<file path="config.mk">
export PLATFORM = sky130hd
export DESIGN_NAME = remote_command_byte_parser
export DESIGN_NICKNAME = d
export VERILOG_FILES = /design/src/rcbp_pkg.sv /design/src/rcbp_drive.sv /design/src/rcbp_frame.sv /design/src/remote_command_byte_parser.sv
export SDC_FILE = /design/constraint.sdc
export NUM_CORES = 1
export LEC_CHECK = 0
export BUFFER_PORTS_ARGS = -buffer_cell sky130_fd_sc_hd__buf_4
export CORE_MARGIN = 8
export CORE_UTILIZATION = 63
export CTS_BUF_LIST = sky130_fd_sc_hd__clkbuf_4
export CTS_CLUSTER_SIZE = 40
export DETAILED_ROUTE_END_ITERATION = 7
export PLACE_DENSITY = 0.87
export RECOVER_POWER = 100
export SLEW_MARGIN = 10
export SYNTH_ARGS = -nofsm -noshare
export SYNTH_HDL_FRONTEND = slang
export SYNTH_SLANG_ARGS = --single-unit
</file>
<file path="constraint.sdc">
create_clock -name clk -period 6.25 [get_ports clk]
set_input_delay 0.9375 -clock clk [delete_from_list [all_inputs] [get_ports clk]]
set_output_delay 0.9375 -clock clk [all_outputs]
set_load 0.02 [all_outputs]
</file>
<file path="src/rcbp_pkg.sv">
// shared types and byte codes for the remote command byte parser
// no dependencies; imported by every module of the block
package rcbp_pkg;

  localparam int FRAME_MAX_DEF = 64;

  localparam int VALUE_W = 32;

  // byte codes seen on the link
  localparam logic [7:0] BYTE_LINE      = 8'd10;
  localparam logic [7:0] BYTE_GEAR_LOW  = 8'h59;
  localparam logic [7:0] BYTE_GEAR_HIGH = 8'h58;
  localparam logic [7:0] BYTE_STOP      = 8'h5A;
  localparam logic [7:0] BYTE_FWD       = 8'h41;
  localparam logic [7:0] BYTE_RIGHT_LO  = 8'h42;
  localparam logic [7:0] BYTE_RIGHT_HI  = 8'h44;
  localparam logic [7:0] BYTE_BACK      = 8'h45;
  localparam logic [7:0] BYTE_LEFT_LO   = 8'h46;
  localparam logic [7:0] BYTE_LEFT_HI   = 8'h48;
  localparam logic [7:0] BYTE_OPEN      = 8'h7B;
  localparam logic [7:0] BYTE_CLOSE     = 8'h7D;
  localparam logic [7:0] BYTE_UPLOAD    = 8'h50;
  localparam logic [7:0] BYTE_DIGIT0    = 8'h30;
  localparam logic [7:0] BYTE_ID_MAX    = 8'h35;

  typedef logic [2:0] dir_t;

  localparam dir_t DIR_STOP  = 3'd0;
  localparam dir_t DIR_FWD   = 3'd1;
  localparam dir_t DIR_BACK  = 3'd2;
  localparam dir_t DIR_RIGHT = 3'd3;
  localparam dir_t DIR_LEFT  = 3'd4;

  // gain selects that carry a thousandths scale
  localparam logic [2:0] SEL_SPEED_KP = 3'd2;
  localparam logic [2:0] SEL_SPEED_KI = 3'd3;
  localparam logic [2:0] SEL_TURN_KD  = 3'd5;

  typedef struct packed {
    logic                      write;
    logic [2:0]                select;
    logic signed [VALUE_W-1:0] value;
    logic                      thou;
    logic                      upload;
  } frame_res_t;

endpackage

</file>
<file path="src/rcbp_drive.sv">
// held drive direction and speed gear decoding
// depends on rcbp_pkg
module rcbp_drive (
  input  logic          clk,
  input  logic          rst_n,
  input  logic          adv,
  input  logic [7:0]    rx_byte,
  output rcbp_pkg::dir_t dir_nxt,
  output logic          gear_nxt
);
  import rcbp_pkg::*;

  // binary single-byte commands
  localparam logic [7:0] CODE_FWD      = 8'd1;
  localparam logic [7:0] CODE_RIGHT_LO = 8'd2;
  localparam logic [7:0] CODE_RIGHT_HI = 8'd4;
  localparam logic [7:0] CODE_BACK     = 8'd5;
  localparam logic [7:0] CODE_LEFT_LO  = 8'd6;
  localparam logic [7:0] CODE_LEFT_HI  = 8'd8;

  dir_t dir_r;
  logic gear_r;

  always_comb begin
    if (rx_byte > BYTE_LINE) begin
      case (rx_byte) inside
        BYTE_STOP:                    dir_nxt = DIR_STOP;
        BYTE_FWD:                     dir_nxt = DIR_FWD;
        BYTE_BACK:                    dir_nxt = DIR_BACK;
        [BYTE_RIGHT_LO:BYTE_RIGHT_HI]: dir_nxt = DIR_RIGHT;
        [BYTE_LEFT_LO:BYTE_LEFT_HI]:   dir_nxt = DIR_LEFT;
        default:                      dir_nxt = DIR_STOP;
      endcase
    end else if (rx_byte < BYTE_LINE) begin
      case (rx_byte) inside
        CODE_FWD:                     dir_nxt = DIR_FWD;
        CODE_BACK:                    dir_nxt = DIR_BACK;
        [CODE_RIGHT_LO:CODE_RIGHT_HI]: dir_nxt = DIR_RIGHT;
        [CODE_LEFT_LO:CODE_LEFT_HI]:   dir_nxt = DIR_LEFT;
        default:                      dir_nxt = DIR_STOP;
      endcase
    end else begin
      dir_nxt = dir_r;
    end

    if (rx_byte == BYTE_GEAR_LOW) begin
      gear_nxt = 1'b0;
    end else if (rx_byte == BYTE_GEAR_HIGH) begin
      gear_nxt = 1'b1;
    end else begin
      gear_nxt = gear_r;
    end
  end

  always_ff @(posedge clk) begin
    if (!rst_n) begin
      dir_r  <= DIR_STOP;
      gear_r <= 1'b0;
    end else if (adv) begin
      dir_r  <= dir_nxt;
      gear_r <= gear_nxt;
    end
  end

endmodule

</file>
<file path="src/rcbp_frame.sv">
// parameter frame collector with saturating decimal accumulator
// depends on rcbp_pkg
module rcbp_frame #(
  parameter int FRAME_MAX = rcbp_pkg::FRAME_MAX_DEF
) (
  input  logic                 clk,
  input  logic                 rst_n,
  input  logic                 adv,
  input  logic [7:0]           rx_byte,
  output rcbp_pkg::frame_res_t res
);
  import rcbp_pkg::*;

  localparam int POS_W = $clog2(FRAME_MAX + 1);
  localparam int EXT_W = VALUE_W + 5;
  localparam logic signed [EXT_W-1:0] ACC_MAX = EXT_W'(64'sd2147483647);
  localparam logic signed [EXT_W-1:0] ACC_MIN = EXT_W'(-64'sd2147483648);
  localparam logic [POS_W-1:0] POS_ID     = POS_W'(1);
  localparam logic [POS_W-1:0] POS_FOURTH = POS_W'(3);
  localparam logic [POS_W-1:0] POS_LIMIT  = POS_W'(FRAME_MAX);

  logic                      collecting_r, collecting_nxt;
  logic [POS_W-1:0]          pos_r, pos_nxt;
  logic [7:0]                id_r, id_nxt;
  logic [7:0]                fourth_r, fourth_nxt;
  logic signed [VALUE_W-1:0] acc_r, acc_nxt;

  logic signed [EXT_W-1:0] acc_ext;
  logic signed [EXT_W-1:0] digit;
  logic signed [EXT_W-1:0] fold;
  logic [7:0]              id_off;

  // acc*10 as two shifts, then the raw digit offset
  assign acc_ext = EXT_W'(acc_r);
  assign digit   = EXT_W'($signed({1'b0, rx_byte})) - EXT_W'(48);
  assign fold    = (acc_ext <<< 3) + (acc_ext <<< 1) + digit;
  assign id_off  = id_r - BYTE_DIGIT0;

  always_comb begin
    res            = '0;
    collecting_nxt = collecting_r;
    pos_nxt        = pos_r;
    id_nxt         = id_r;
    fourth_nxt     = fourth_r;
    acc_nxt        = acc_r;

    if (rx_byte == BYTE_CLOSE) begin
      if (fourth_r == BYTE_UPLOAD) begin
        res.upload = 1'b1;
      end else if (id_r >= BYTE_DIGIT0 && id_r <= BYTE_ID_MAX) begin
        res.write  = 1'b1;
        res.select = id_off[2:0];
        res.value  = acc_r;
        res.thou   = (id_off[2:0] inside {SEL_SPEED_KP, SEL_SPEED_KI, SEL_TURN_KD});
      end
      collecting_nxt = 1'b0;
      pos_nxt        = '0;
      id_nxt         = '0;
      fourth_nxt     = '0;
      acc_nxt        = '0;
    end else if (collecting_r || rx_byte == BYTE_OPEN) begin
      collecting_nxt = 1'b1;
      if (pos_r < POS_LIMIT) begin
        if (pos_r == POS_ID) begin
          id_nxt = rx_byte;
        end
        if (pos_r == POS_FOURTH) begin
          fourth_nxt = rx_byte;
        end
        if (pos_r >= POS_FOURTH) begin
          if (fold > ACC_MAX) begin
            acc_nxt = ACC_MAX[VALUE_W-1:0];
          end else if (fold < ACC_MIN) begin
            acc_nxt = ACC_MIN[VALUE_W-1:0];
          end else begin
            acc_nxt = fold[VALUE_W-1:0];
          end
        end
        pos_nxt = pos_r + POS_W'(1);
      end
    end
  end

  always_ff @(posedge clk) begin
    if (!rst_n) begin
      collecting_r <= 1'b0;
      pos_r        <= '0;
      id_r         <= '0;
      fourth_r     <= '0;
      acc_r        <= '0;
    end else if (adv) begin
      collecting_r <= collecting_nxt;
      pos_r        <= pos_nxt;
      id_r         <= id_nxt;
      fourth_r     <= fourth_nxt;
      acc_r        <= acc_nxt;
    end
  end

endmodule

</file>
<file path="src/remote_command_byte_parser.sv">
// top level of the remote command byte parser: input register, decode, result register
// depends on rcbp_pkg, rcbp_drive and rcbp_frame
//
// One result beat per input beat, one beat per cycle sustained while out_stall
// is low. A byte goes into the input register, then the drive decoder and the
// frame collector work on it combinationally and the outcome lands in the
// result register. Single bytes set the held direction and gear that every
// result carries. A '{' opens a frame, position 1 is the id and bytes from
// position 3 are folded as acc*10 + (byte - '0') with 32-bit saturation and
// no digit check; bytes at positions FRAME_MAX and beyond are dropped. The
// '}' closing a frame gives either an upload request ('P' at position 3) or
// one parameter write for ids '0' to '5'; ids 2, 3 and 5 are flagged as
// thousandths. The state advances only when a byte moves from the input
// register into the result register, so stalls on the result side never
// disturb it.
module remote_command_byte_parser #(
  parameter int FRAME_MAX = rcbp_pkg::FRAME_MAX_DEF
) (
  input  logic                                 clk,
  input  logic                                 rst_n,
  input  logic                                 in_valid,
  output logic                                 in_stall,
  input  logic [7:0]                           in_rx_byte,
  output logic                                 out_valid,
  input  logic                                 out_stall,
  output logic [2:0]                           out_direction,
  output logic                                 out_high_speed,
  output logic                                 out_param_write,
  output logic [2:0]                           out_param_select,
  output logic signed [rcbp_pkg::VALUE_W-1:0]  out_param_value,
  output logic                                 out_param_in_thousandths,
  output logic                                 out_upload_request
);
  import rcbp_pkg::*;

  // input register
  logic       s1_valid_r;
  logic [7:0] s1_byte_r;

  // result register
  logic out_valid_r;
  dir_t out_dir_r;
  logic out_gear_r;
  frame_res_t out_res_r;

  logic       adv;
  logic       in_accept;
  dir_t       dir_nxt;
  logic       gear_nxt;
  frame_res_t res_nxt;

  // byte moves on when the result slot is empty or being emptied
  assign adv       = s1_valid_r && (!out_valid_r || !out_stall);
  assign in_stall  = s1_valid_r && !adv;
  assign in_accept = in_valid && !in_stall;

  rcbp_drive u_drive (
    .clk      (clk),
    .rst_n    (rst_n),
    .adv      (adv),
    .rx_byte  (s1_byte_r),
    .dir_nxt  (dir_nxt),
    .gear_nxt (gear_nxt)
  );

  rcbp_frame #(
    .FRAME_MAX (FRAME_MAX)
  ) u_frame (
    .clk     (clk),
    .rst_n   (rst_n),
    .adv     (adv),
    .rx_byte (s1_byte_r),
    .res     (res_nxt)
  );

  // input register control
  always_ff @(posedge clk) begin
    if (!rst_n) begin
      s1_valid_r <= 1'b0;
    end else if (in_accept) begin
      s1_valid_r <= 1'b1;
    end else if (adv) begin
      s1_valid_r <= 1'b0;
    end
  end

  // payload, no reset
  always_ff @(posedge clk) begin
    if (in_accept) begin
      s1_byte_r <= in_rx_byte;
    end
  end

  // result register control: hold while stalled, drop once taken
  always_ff @(posedge clk) begin
    if (!rst_n) begin
      out_valid_r <= 1'b0;
    end else if (adv) begin
      out_valid_r <= 1'b1;
    end else if (!out_stall) begin
      out_valid_r <= 1'b0;
    end
  end

  always_ff @(posedge clk) begin
    if (adv) begin
      out_dir_r  <= dir_nxt;
      out_gear_r <= gear_nxt;
      out_res_r  <= res_nxt;
    end
  end

  assign out_valid                = out_valid_r;
  assign out_direction            = out_dir_r;
  assign out_high_speed           = out_gear_r;
  assign out_param_write          = out_res_r.write;
  assign out_param_select         = out_res_r.select;
  assign out_param_value          = out_res_r.value;
  assign out_param_in_thousandths = out_res_r.thou;
  assign out_upload_request       = out_res_r.upload;

`ifndef SYNTHESIS
  // a frame end gives a write or an upload request, never both
  a_write_xor_upload: assert property (@(posedge clk) disable iff (!rst_n)
    out_valid |-> !(out_param_write && out_upload_request))
    else $error("param write and upload request in one beat");

  // thousandths flag only rides on a write
  a_thou_needs_write: assert property (@(posedge clk) disable iff (!rst_n)
    (out_valid && out_param_in_thousandths) |-> out_param_write)
    else $error("thousandths flag without param write");

  // no write: select and value are zero
  a_idle_fields_zero: assert property (@(posedge clk) disable iff (!rst_n)
    (out_valid && !out_param_write) |-> (out_param_select == 3'd0
                                         && out_param_value == '0))
    else $error("param fields not cleared without write");

  // input register only held back while the result slot is full and stalled
  a_stall_cause: assert property (@(posedge clk) disable iff (!rst_n)
    in_stall |-> (out_valid && out_stall))
    else $error("input stalled with free result slot");
`endif

endmodule
</file>
* After elaboration in Yosys (flattened, before gate mapping)
Cells that the tools add are included.
** Storage, ports and cells
- Output and inout bits :: 44
- Word-level logic and storage cells :: 122
- Bits in registers :: 112
- Input port bits :: 12
** Operators by class
- $add $sub $neg :: 5
- Bitwise gates (word level) :: 2
- Mux-type cells :: 38
- Order comparisons :: 16
- Equality and inequality tests :: 16
- Reduce and logical (&&, ||, !) cells :: 28
** Operators by type and width (count)
- 32-bit 2-to-1 mux :: 6
- 8-bit by 7-bit == test with 1-bit output (second input constant) :: 8
- 8-bit 2-to-1 mux :: 8
- 37-bit adder :: 1
- 37-bit by 32-bit greater-than comparator with 1-bit output (second input constant) :: 1
- 37-bit by 32-bit less-than comparator with 1-bit output (second input constant) :: 1
- 37-bit 2-to-1 mux :: 1
- 35-bit by 33-bit adder with 36-bit output :: 1
- 3-bit 2-to-1 mux :: 11
- 7-bit 2-to-1 mux :: 3
- 8-bit by 7-bit greater-or-equal comparator with 1-bit output (second input constant) :: 2
- 8-bit by 7-bit <= comparator with 1-bit output (second input constant) :: 2
- 4-bit AND reduction :: 3
- 2-bit nonzero test :: 6
- 1-bit 2-to-1 mux :: 9
- 8-bit by 6-bit subtractor with 9-bit output (second input constant) :: 1
- 8-bit by 1-bit == test with 1-bit output (second input constant) :: 1
- 8-bit by 3-bit == test with 1-bit output (second input constant) :: 1
- 8-bit by 2-bit greater-or-equal comparator with 1-bit output (second input constant) :: 1
- 8-bit by 3-bit greater-or-equal comparator with 1-bit output (second input constant) :: 1
- 8-bit by 6-bit greater-or-equal comparator with 1-bit output (second input constant) :: 1
- 8-bit by 4-bit greater-than comparator with 1-bit output (second input constant) :: 1
- 8-bit by 3-bit <= comparator with 1-bit output (second input constant) :: 1
- 8-bit by 4-bit <= comparator with 1-bit output (second input constant) :: 1
- 20 further kinds :: 33

* Logic depth before layout (Yosys ltp)
Gate-level depths: netlist of run 1.
- Word-level depth :: 9
- Depth in mapped cells :: 25
- Depth with buffers taken out :: 24

* By module
A second synthesis of run 1 with hierarchy kept.
** Unflattened totals
- Cells, all modules :: 731
- Area, all modules :: 7338.3 um^2
** Modules (own cells, without submodules)
- rcbp_frame :: seq. area each 1121.1 um^2, times used 1, area each 5387.7 um^2, cells an instance 625
- remote_command_byte_parser :: seq. area each 1541.5 um^2, times used 1, area each 1585.3 um^2, cells an instance 58
- rcbp_drive :: seq. area each 80.1 um^2, times used 1, area each 365.4 um^2, cells an instance 48

* Worst setup path before layout of run 1
No wires, ideal clock.
- Path type :: register to register
- Start :: reg s1_byte_r[4]
- End :: reg u_frame.acc_r[3]
- Data required time :: 6.128 ns
- Clock period less this slack :: 5.434 ns
- Path buffers :: 2
- Setup slack :: 0.816 ns
- Arrival time :: 5.312 ns
- Stages on the path, launching flop included :: 16
- Library setup time :: 0.122 ns
- Path through :: edfxtp_1 ha_1 nor3_1 ha_1 clkbuf_1 a21oi_1 o21a_1 o21ai_1 a221oi_1 a311oi_2 nor2_1 mux2i_1 o211ai_1 o31a_1 buf_6 a221o_1
** Between the ends
- Longest elaborated chain between the ends :: 9
- Elaborated cells on any way between the ends :: 17
- Classes of those cells :: add/sub: 2; order compare: 2; eq/ne: 2; mux: 6; reduce/logical: 5
** Ends and longest elaborated chain
- from (decl) :: RTL line remote_command_byte_parser.sv:38 : logic [7:0] s1_byte_r;
- from (signal assigned) :: RTL line remote_command_byte_parser.sv:90 : s1_byte_r <= in_rx_byte;
- 8-bit by 6-bit subtractor with 9-bit output :: RTL line rcbp_frame.sv:35 : assign digit = EXT_W'($signed({1'b0, rx_byte})) - EXT_W'(48);
- 37-bit adder :: RTL line rcbp_frame.sv:36 : assign fold = (acc_ext <<< 3) + (acc_ext <<< 1) + digit;
- 37-bit by 32-bit less-than comparator with 1-bit output :: RTL line rcbp_frame.sv:73 : end else if (fold < ACC_MIN) begin
- 32-bit 2-to-1 mux :: RTL line rcbp_frame.sv:73
- 32-bit 2-to-1 mux :: RTL line rcbp_frame.sv:71 : if (fold > ACC_MAX) begin
- 32-bit 2-to-1 mux :: RTL line rcbp_frame.sv:70 : if (pos_r >= POS_FOURTH) begin
- 32-bit 2-to-1 mux :: RTL line rcbp_frame.sv:63 : if (pos_r < POS_LIMIT) begin
- 32-bit 2-to-1 mux :: RTL line rcbp_frame.sv:61 : end else if (collecting_r || rx_byte == BYTE_OPEN) begin
- 32-bit 2-to-1 mux :: RTL line rcbp_frame.sv:47 : if (rx_byte == BYTE_CLOSE) begin
- to (signal assigned) :: RTL line rcbp_frame.sv:96 : acc_r <= acc_nxt;
- to (decl) :: RTL line rcbp_frame.sv:26 : logic signed [VALUE_W-1:0] acc_r, acc_nxt;
Parallel ways exist; a longest one is shown, timed or not. The select of a mux whose other input is x is not followed.
A chain may end at the register's enable or synchronous reset.

* Worst setup path after layout of run 1
- Start :: reg u_frame.acc_r[0]
- End :: reg u_frame.acc_r[15]
** Between the ends
- Longest elaborated chain between the ends :: 9
- Elaborated cells on any way between the ends :: 10
- Classes of those cells :: add/sub: 2; order compare: 2; mux: 6
** Ends and longest elaborated chain (RTL line)
- 35-bit by 33-bit adder with 36-bit output (*) :: rcbp_frame.sv:36
- 37-bit adder (*) :: rcbp_frame.sv:36
- 37-bit by 32-bit less-than comparator with 1-bit output :: rcbp_frame.sv:73
- 32-bit 2-to-1 mux :: rcbp_frame.sv:73
- 32-bit 2-to-1 mux (*) :: rcbp_frame.sv:71
- 32-bit 2-to-1 mux (*) :: rcbp_frame.sv:70
- 32-bit 2-to-1 mux (*) :: rcbp_frame.sv:63
- 32-bit 2-to-1 mux (*) :: rcbp_frame.sv:61
- 32-bit 2-to-1 mux (*) :: rcbp_frame.sv:47
Mark *: on every way between the ends. The rest lies on a longest branch, timed or not. The select of a mux whose other input is x is not followed.

==> results of run 1 <==
==> state kept, by name, summed over array words and instances (netlist names), 3 cells and up <==
name,count
u_frame.fourth_r,8
u_drive.dir_r,3
out_param_value,32
u_frame.acc_r,32
u_frame.pos_r,7
out_direction,3
s1_byte_r,8
out_param_select,3
u_frame.id_r,8
==> kinds of logic after synthesis <==
| kind of cell | count (synthesis) |
|---|---|
| muxes | 6 |
| xor gates and xnor gates | 64 |
| and+or+nand+nor | 269 |
| buffers and inverters | 60 |
| DFF | 112 |
| adders and majority gates | 74 |
| AOI/OAI and AO/OA | 269 |
==> synthesized netlist by cell type, types with 3 or more instances <==
library cell	number	share of area, %
nand2_1	56	2.7
o211a_1	3	0.38
a31oi_1	11	0.87
and2_1	40	3.2
o211ai_1	10	0.95
o31ai_1	4	0.38
buf_6	3	0.43
clkbuf_1	25	1.2
a21o_1	37	3.5
nor4_1	5	0.40
or3_1	6	0.48
mux2i_1	5	0.64
o21a_1	13	1.2
o21ai_1	6	0.38
nor3_1	14	0.89
inv_1	24	1.1
ha_1	72	11
nand2b_1	9	0.71
edfxtp_1	50	19
a221o_1	33	4.2
a21oi_1	59	3.7
xnor2_1	34	3.8
dfxtp_1	62	16
a211o_1	3	0.33
o22ai_1	3	0.24
nor2_1	67	3.2
buf_4	3	0.29
a22oi_1	14	1.3
nand3_1	19	1.2
nand4_1	12	0.95
a31o_2	3	0.33
xor2_1	30	3.3
or2_2	4	0.32
and3_1	9	0.71
o21bai_1	4	0.38
nor2b_1	9	0.71
o21ai_0	36	2.3
buf_2	4	0.25
a211oi_1	8	0.76
==> worst max-delay path: cells and delay by family, from the launching register on <==
kind                     cells  cell delay (ns)
multiplexers                 1             0.26
AND/OR/NAND/NOR              4             0.60
adder cells (fa/ha/maj)      3             0.72
flip-flops                   1             0.40
buffers and inverters        2             0.31
AO/OA/AOI/OAI               15             3.46
==> how the worst min path moves through the flow <==
stage	slack (ns)	end	depth (start not counted)	start
after CTS	0.47	u_drive.gear_r	2	u_drive.gear_r
after global placement	0.44	u_drive.gear_r	2	u_drive.gear_r
after detailed placement	0.45	u_drive.gear_r	2	u_drive.gear_r
final	0.48	u_drive.dir_r[0]	2	u_drive.dir_r[0]
after floorplan	0.43	u_drive.dir_r[0]	2	u_drive.dir_r[0]
after global routing	0.50	u_drive.gear_r	2	u_drive.gear_r
==> cell type report <==
class	instances	area (um2)	share of cell area, %
clock inverters	7	72.57	0.8700
multi-input cells	682	4870	58.38
inverters	25	93.84	1.125
clock buffers	9	67.56	0.8100
flip-flops and latches	112	2743	32.88
repair buffers	60	277.8	3.330
well taps	172	215.2	2.580
diodes	1	2.502	0.03000
==> through the flow <==
stage	hold WS, ns	instances
2_1_floorplan	0.4314	854
5_1_grt	0.4992	1068
4_1_cts	0.4743	1067
6_report	0.4806	1068
3_3_place_gp	0.4436	1051
3_5_place_dp	0.4523	1051
==> routing by layer <==
layer	global-route usage (%)	vias up	wire, um	share of wire (%)
li1	-	3284	-	-
met1	28.97	3103	8419	46
met2	36.56	230	8505	47
met3	3.037	24	984	5.4
met4	6.224	0	287	1.6
met5	0	-	0	0
==> layout by cell type (no fill, tap or decap), types with 5 or more instances in the layout <==
cell type / netlist / layout
ha_1: 72 / 72
and3_1: 9 / 9
and2_0: 0 / 23
nand2_1: 56 / 56
nor2b_1: 9 / 9
and2_1: 40 / 17
nand4_1: 12 / 13
dfxtp_1: 62 / 62
nand2b_1: 9 / 9
nor4_1: 5 / 6
a211oi_1: 8 / 7
mux2i_1: 5 / 5
edfxtp_1: 50 / 50
a21oi_1: 59 / 58
o21a_1: 13 / 13
xnor2_1: 34 / 34
o211ai_1: 10 / 10
a22oi_1: 14 / 14
clkbuf_4: 0 / 17
a31oi_1: 11 / 12
o21ai_1: 6 / 6
a21o_1: 37 / 37
inv_1: 24 / 25
a221o_1: 33 / 33
clkbuf_1: 25 / 47
nor2_1: 67 / 67
xor2_1: 30 / 30
nand3_1: 19 / 19
or3_1: 6 / 6
nor3_1: 14 / 13
o21ai_0: 36 / 36
==> power by group <==
group	leakage [nW]	internal, mW	total [mW]	switching (mW)
registers	0.951	0.783	0.797	0.0139
clock network	0.0786	0.0944	0.362	0.267
logic	2.62	0.0379	0.127	0.0886
total	3.65	0.915	1.29	0.370
==> results.md, run 1 <==
- Outcome: finished with violations
- Failing checks: max-capacitance violations, max-slew violations
- Dpl ws: 0.5119 ns
- Worst relative slew slack: -19.62%
- Clock Pin Slew Worst Setup and Hold Paths: 0.19 ns
- Crit share post-route: 94.10%
- Post-CTS setup repair buffer count: 0
- TritonCTS Sinks: 112
- Main synth FF type: dfxtp_1
- R2R Path End: u_frame.acc_r[15]
- Final Wtd Congestion: 0.9072
- Register area share after synthesis: 34.80%
- Asr flop ratio synth: 0%
- F_max: 170.0 MHz
- Root Driver: clkbuf_4
- GRT overflow: 0
- Clock buffer count from CTS: 9
- Post-route ant nets: 0
- WP data required: 6.65 ns
- HP Class: flip-flop to flip-flop
- H-Tree Depth: 3
- Reg2reg setup slack: 0.37 ns
- CP Capture Type: flip-flop
- Largest net degree at the start of global routing: 46
- Largest family of logic cells by synthesized area: compound AO/OA/AOI/OAI gates
- GR Util All Layers: 21.92%
- Chip height: 127.9 um
- First-pass GRT wire length: 29400 um
- CP Launch Point: u_frame.acc_r[0]
- Fraction of the mapped netlist area in simple logic gates: 17.59%
- HPWL Detailed: 13280 um
- Initial drt markers: 648
- Longest Clk Path Bufs: 2
- # resized after CTS: 0
- Syn Area/Cell: 9.229 um2
- Hold Buf Count CTS: 0
- Final Total Pwr: 1.285 mW
- DR vias/cell: 6.218
- Vias after detailed routing: 6641
- Initial antenna violation count: 1
- Compound-cell area share of the yosys netlist: 24.43%
- Total iterations of the first detailed-routing run: 8
- Crit path max fanout: 31
- YS warnings: 0
- Post-synthesis adder-cell area fraction: 11.94%
- CP peak stage delay: 0.40 ns
- Wire length per cell: 17.04 um
- Tmin final: 5.881 ns
- Fin area: 8342 um2
- Crit path to: u_frame.acc_r[15]
- CP Launch Type: flip-flop
- Routed Wire Length: 18200 um
- Clock latency on the worst-skew pair: 0.50 ns
- Share of layout cells above drive strength 1: 5.475%
- Seq cells post-synth: 112
- Leak: 3.650 nW
- CTS tree: yes
- Most used cell, CP: a21o_1
- IO buf count: 55
- RSZ-0062 raised after global routing: false
- Critical-path top delay cell: dfxtp_1
- Die area: 16350 um2
- Setup TNS: 0 ns
- Slew @ Worst Pin: 1.792 ns
- Max Cap Viol: 2
- Die extent in x: 127.9 um
- Post-synth EDFFs: 50
- Netlist area before placement: 7881 um2
- Post-placement cell area: 8386 um2
- P&R area growth vs syn: 5.842%
- Final core occ: 67.19%
- Power Density: 154.0 nW/um2
- Distinct cells, synth: 74
- Final nets: 976
- Final Slew Violations: 82
- Mux share of post-synthesis cell area: 0.7779%
- Worst path arrival time: 6.28 ns
- XOR/XNOR Fraction of Synth Area: 7.112%
- Synth Instances: 854
- FILL cells: 1056
- Worst Clk Skew: 0.03174 ns
- Vias in the first global route: 5967
- WS Path Type: flip-flop to flip-flop
- Reg2Reg Depth: 25
- DRC viols: 0
- Final hold violations: 0
- Core Area: 12410 um2
- Initial core utilization: 63.49%
- Final setup fails: 0
- Setup ws final: 0.3689 ns
- Rows: 41
- Synthesized net count: 940
- VDD IR max: 77.63 uV
- IO Pins: 56
- R2r startpoint: u_frame.acc_r[0]
No activity file was read; power rests on OpenSTA's default activity.
==> inputs of run 2 (changes only) <==
CORE_UTILIZATION = 62   (was 63)
CTS_BUF_LIST = default   (was sky130_fd_sc_hd__clkbuf_4)
PLACE_DENSITY = 0.86   (was 0.87)
==> run 2 against run 1 <==
The flow still finishes with violations (max-capacitance violations, max-slew violations). Clock power grew 56%. Utilization grew 0.67 points. Combinational power is essentially flat. Total power grew 16%. Register-to-register slack is essentially flat. Worst hold slack lost 0.0044 ns. Highest routed layer unchanged. Flip-flop and latch count is the same. Non-clock buffer count is the same. Clock skew shrank 0.020 ns. Die area grew 1.4%. Sequential power is essentially flat. Cell count is essentially flat.
==> results.md, run 2 (synthesized netlist as in run 1, its figures left out) <==
- Routed Wire Length: 18750 um (+3.1%)
- Slew @ Worst Pin: 1.825 ns (+0.03276 ns)
- Worst relative slew slack: -21.80% (-2.2 points)
- RSZ-0062 raised after global routing: false
- Worst Clk Skew: 0.01185 ns (-0.01989 ns)
- Most frequent cells in the layout: 72 x ha_1, 67 x nor2_1, 62 x dfxtp_1, 58 x a21oi_1, 56 x nand2_1
- Setup TNS: 0 ns (unchanged)
- Min Hold Slack: 0.4762 ns (-0.004440 ns)
- Outcome: finished with violations
- Rows: 41 (unchanged)
- Worst Hold End: u_drive.dir_r[2]
- Flip-flop and latch area: 2743 um2 (unchanged)
- Placed cell count: 1051 (unchanged)
- GR Util All Layers: 22.99% (+1.1 points)
- Power Density: 175.3 nW/um2 (+14%)
- Antenna cells: 0 (-1)
- Final Total Pwr: 1.489 mW (+16%)
- Largest net degree at the start of global routing: 46 (unchanged)
- Hold Buf Count CTS: 0 (unchanged)
- Chip height: 128.7 um (+0.70%)
- DR vias/cell: 6.286 (+1.1%)
- Crit path max fanout: 31 (unchanged)
- Hold Crit Start: u_drive.dir_r[2]
- Share of layout cells above drive strength 1: 5.698% (+0.22 points)
- WS Path Type: flip-flop to flip-flop
- Total iterations of the first detailed-routing run: 5 (-3)
- Clock buffer count from CTS: 9 (unchanged)
- WP data required: 6.49 ns (-0.16 ns)
- Leak: 3.712 nW (+1.7%)
- Longest Clk Path Bufs: 2 (unchanged)
- GRT overflow: 0 (unchanged)
- CTS tree: yes
- Failing checks: max-capacitance violations, max-slew violations
- VDD IR max: 143.0 uV (+84%)
- Reg2Reg Depth: 23 (-8.0%)
- Clock latency on the worst-skew pair: 0.37 ns (-0.13 ns)
- Vias in the first global route: 6352 (+6.5%)
- HPWL Detailed: 13620 um (+2.5%)
- F_max: 169.7 MHz (-0.19%)
- H-Tree Depth: 3 (unchanged)
- Tmin final: 5.892 ns (+0.01094 ns)
- DRC viols: 0 (unchanged)
- Multi-input logic area: 4881 um2 (+0.23%)
- Initial drt markers: 602 (-7.1%)
- Vias after detailed routing: 6707 (+0.99%)
- Worst path arrival time: 6.13 ns (-0.15 ns)
- Final hold violations: 0 (unchanged)
- Post-route ant nets: 0 (unchanged)
- CP Launch Type: flip-flop
- Final cell count without fillers: 1067 (-0.094%)
- Max Cap Viol: 1 (-1)
- Clock Pin Slew Worst Setup and Hold Paths: 0.07 ns (-0.12 ns)
- Die extent in x: 128.7 um (+0.70%)
- FILL cells: 1052 (-0.38%)
- Wire length per cell: 17.58 um (+3.2%)
- Die area: 16580 um2 (+1.4%)
- IO Pins: 56 (unchanged)
- HP Class: flip-flop to flip-flop
- R2r startpoint: u_frame.acc_r[5]
- TritonCTS Sinks: 112 (unchanged)
- R2R Path End: u_frame.acc_r[21]
- Crit share post-route: 94.27% (+0.18 points)
- Final nets: 976 (unchanged)
- Final setup fails: 0 (unchanged)
- Initial core utilization: 62.96% (-0.52 points)
- CP Capture Type: flip-flop
- First-pass GRT wire length: 30870 um (+5.0%)
- Final Wtd Congestion: 0.9049 (-0.25%)
- IO buf count: 55 (unchanged)
- Reg2reg setup slack: 0.36 ns (about the same)
- Hold depth: 2 (unchanged)
- Commonest non-fill, non-tap cell in the layout: ha_1
- Root Driver: clkbuf_16
- Core Area: 12520 um2 (+0.83%)
- Final Slew Violations: 46 (-44%)
- P&R area growth vs syn: 7.779%
- Initial antenna violation count: 0 (-1)
-- run 2: cell type report --
type	count	share of cell area, %
Clock buffer	9	2.651
Clock inverter	7	0.7365
Inverter	25	1.105
Multi-Input combinational cell	682	57.46
Sequential cell	112	32.29
Tap cell	172	2.534
Timing Repair Buffer	60	3.226
-- run 2: worst max path at each step --
stage	to	from
after floorplan	u_frame.acc_r[3]	s1_byte_r[4]
after detailed placement	u_frame.acc_r[0]	u_frame.acc_r[0]
final	u_frame.acc_r[21]	u_frame.acc_r[5]
after global routing	u_frame.acc_r[7]	u_frame.acc_r[0]
after global placement	u_frame.acc_r[10]	u_frame.acc_r[5]
after CTS	u_frame.acc_r[0]	u_frame.acc_r[0]
-- run 2: metrics by stage --
step,util [%],setup slack (ns),cell area (um2)
6_report,67.86,0.3580,8494
5_1_grt,67.86,0.06274,8494
4_1_cts,69.29,0.2865,8673
3_5_place_dp,66.99,0.3373,8386
3_3_place_gp,66.99,0.5895,8386
2_1_floorplan,-,0.8162,7881
-- run 2: where the power goes --
group	switching (mW)	total (mW)	internal, mW
Clock	0.286	0.566	0.280
Combinational	0.0897	0.128	0.0380
Sequential	0.0144	0.796	0.782
Total	0.390	1.49	1.10
-- run 2: worst max-delay path, cell delays in order (launching register included) --
cell and delay [ns]:
dfxtp_1 0.35, ha_1 0.37, or4_1 0.53, o21ai_1 0.18
a211oi_2 0.11, o21ai_0 0.20, nand2b_1 0.08, a21o_1 0.21
a21o_1 0.18, a21o_1 0.20, a2111oi_0 0.38, nand4b_1 0.19
ha_1 0.32, a21oi_1 0.23, o21a_1 0.19, o21ai_1 0.10
a221oi_2 0.30, a311oi_2 0.17, nor2_1 0.27, mux2i_1 0.29
o211ai_1 0.13, o31a_1 0.25, buf_4 0.25, a221o_1 0.31
-- run 2: repair_timing --
| item | 4_1_cts | 5_1_grt |
|---|---|---|
| gates resized for setup | 0 | 3 |
| endpoints found under the setup margin | 0 | 31 |
| buffers inserted | 0 | 0 |
| endpoints found under the hold margin | 0 | 0 |
-- run 2: routing by layer --
layer	share of wire, %	vias up	GRT usage [%]
met3	4.9	36	2.648
met4	2.8	0	11.26
met1	45	3169	29.25
met5	0	-	0
li1	-	3282	-
met2	47	220	38.08
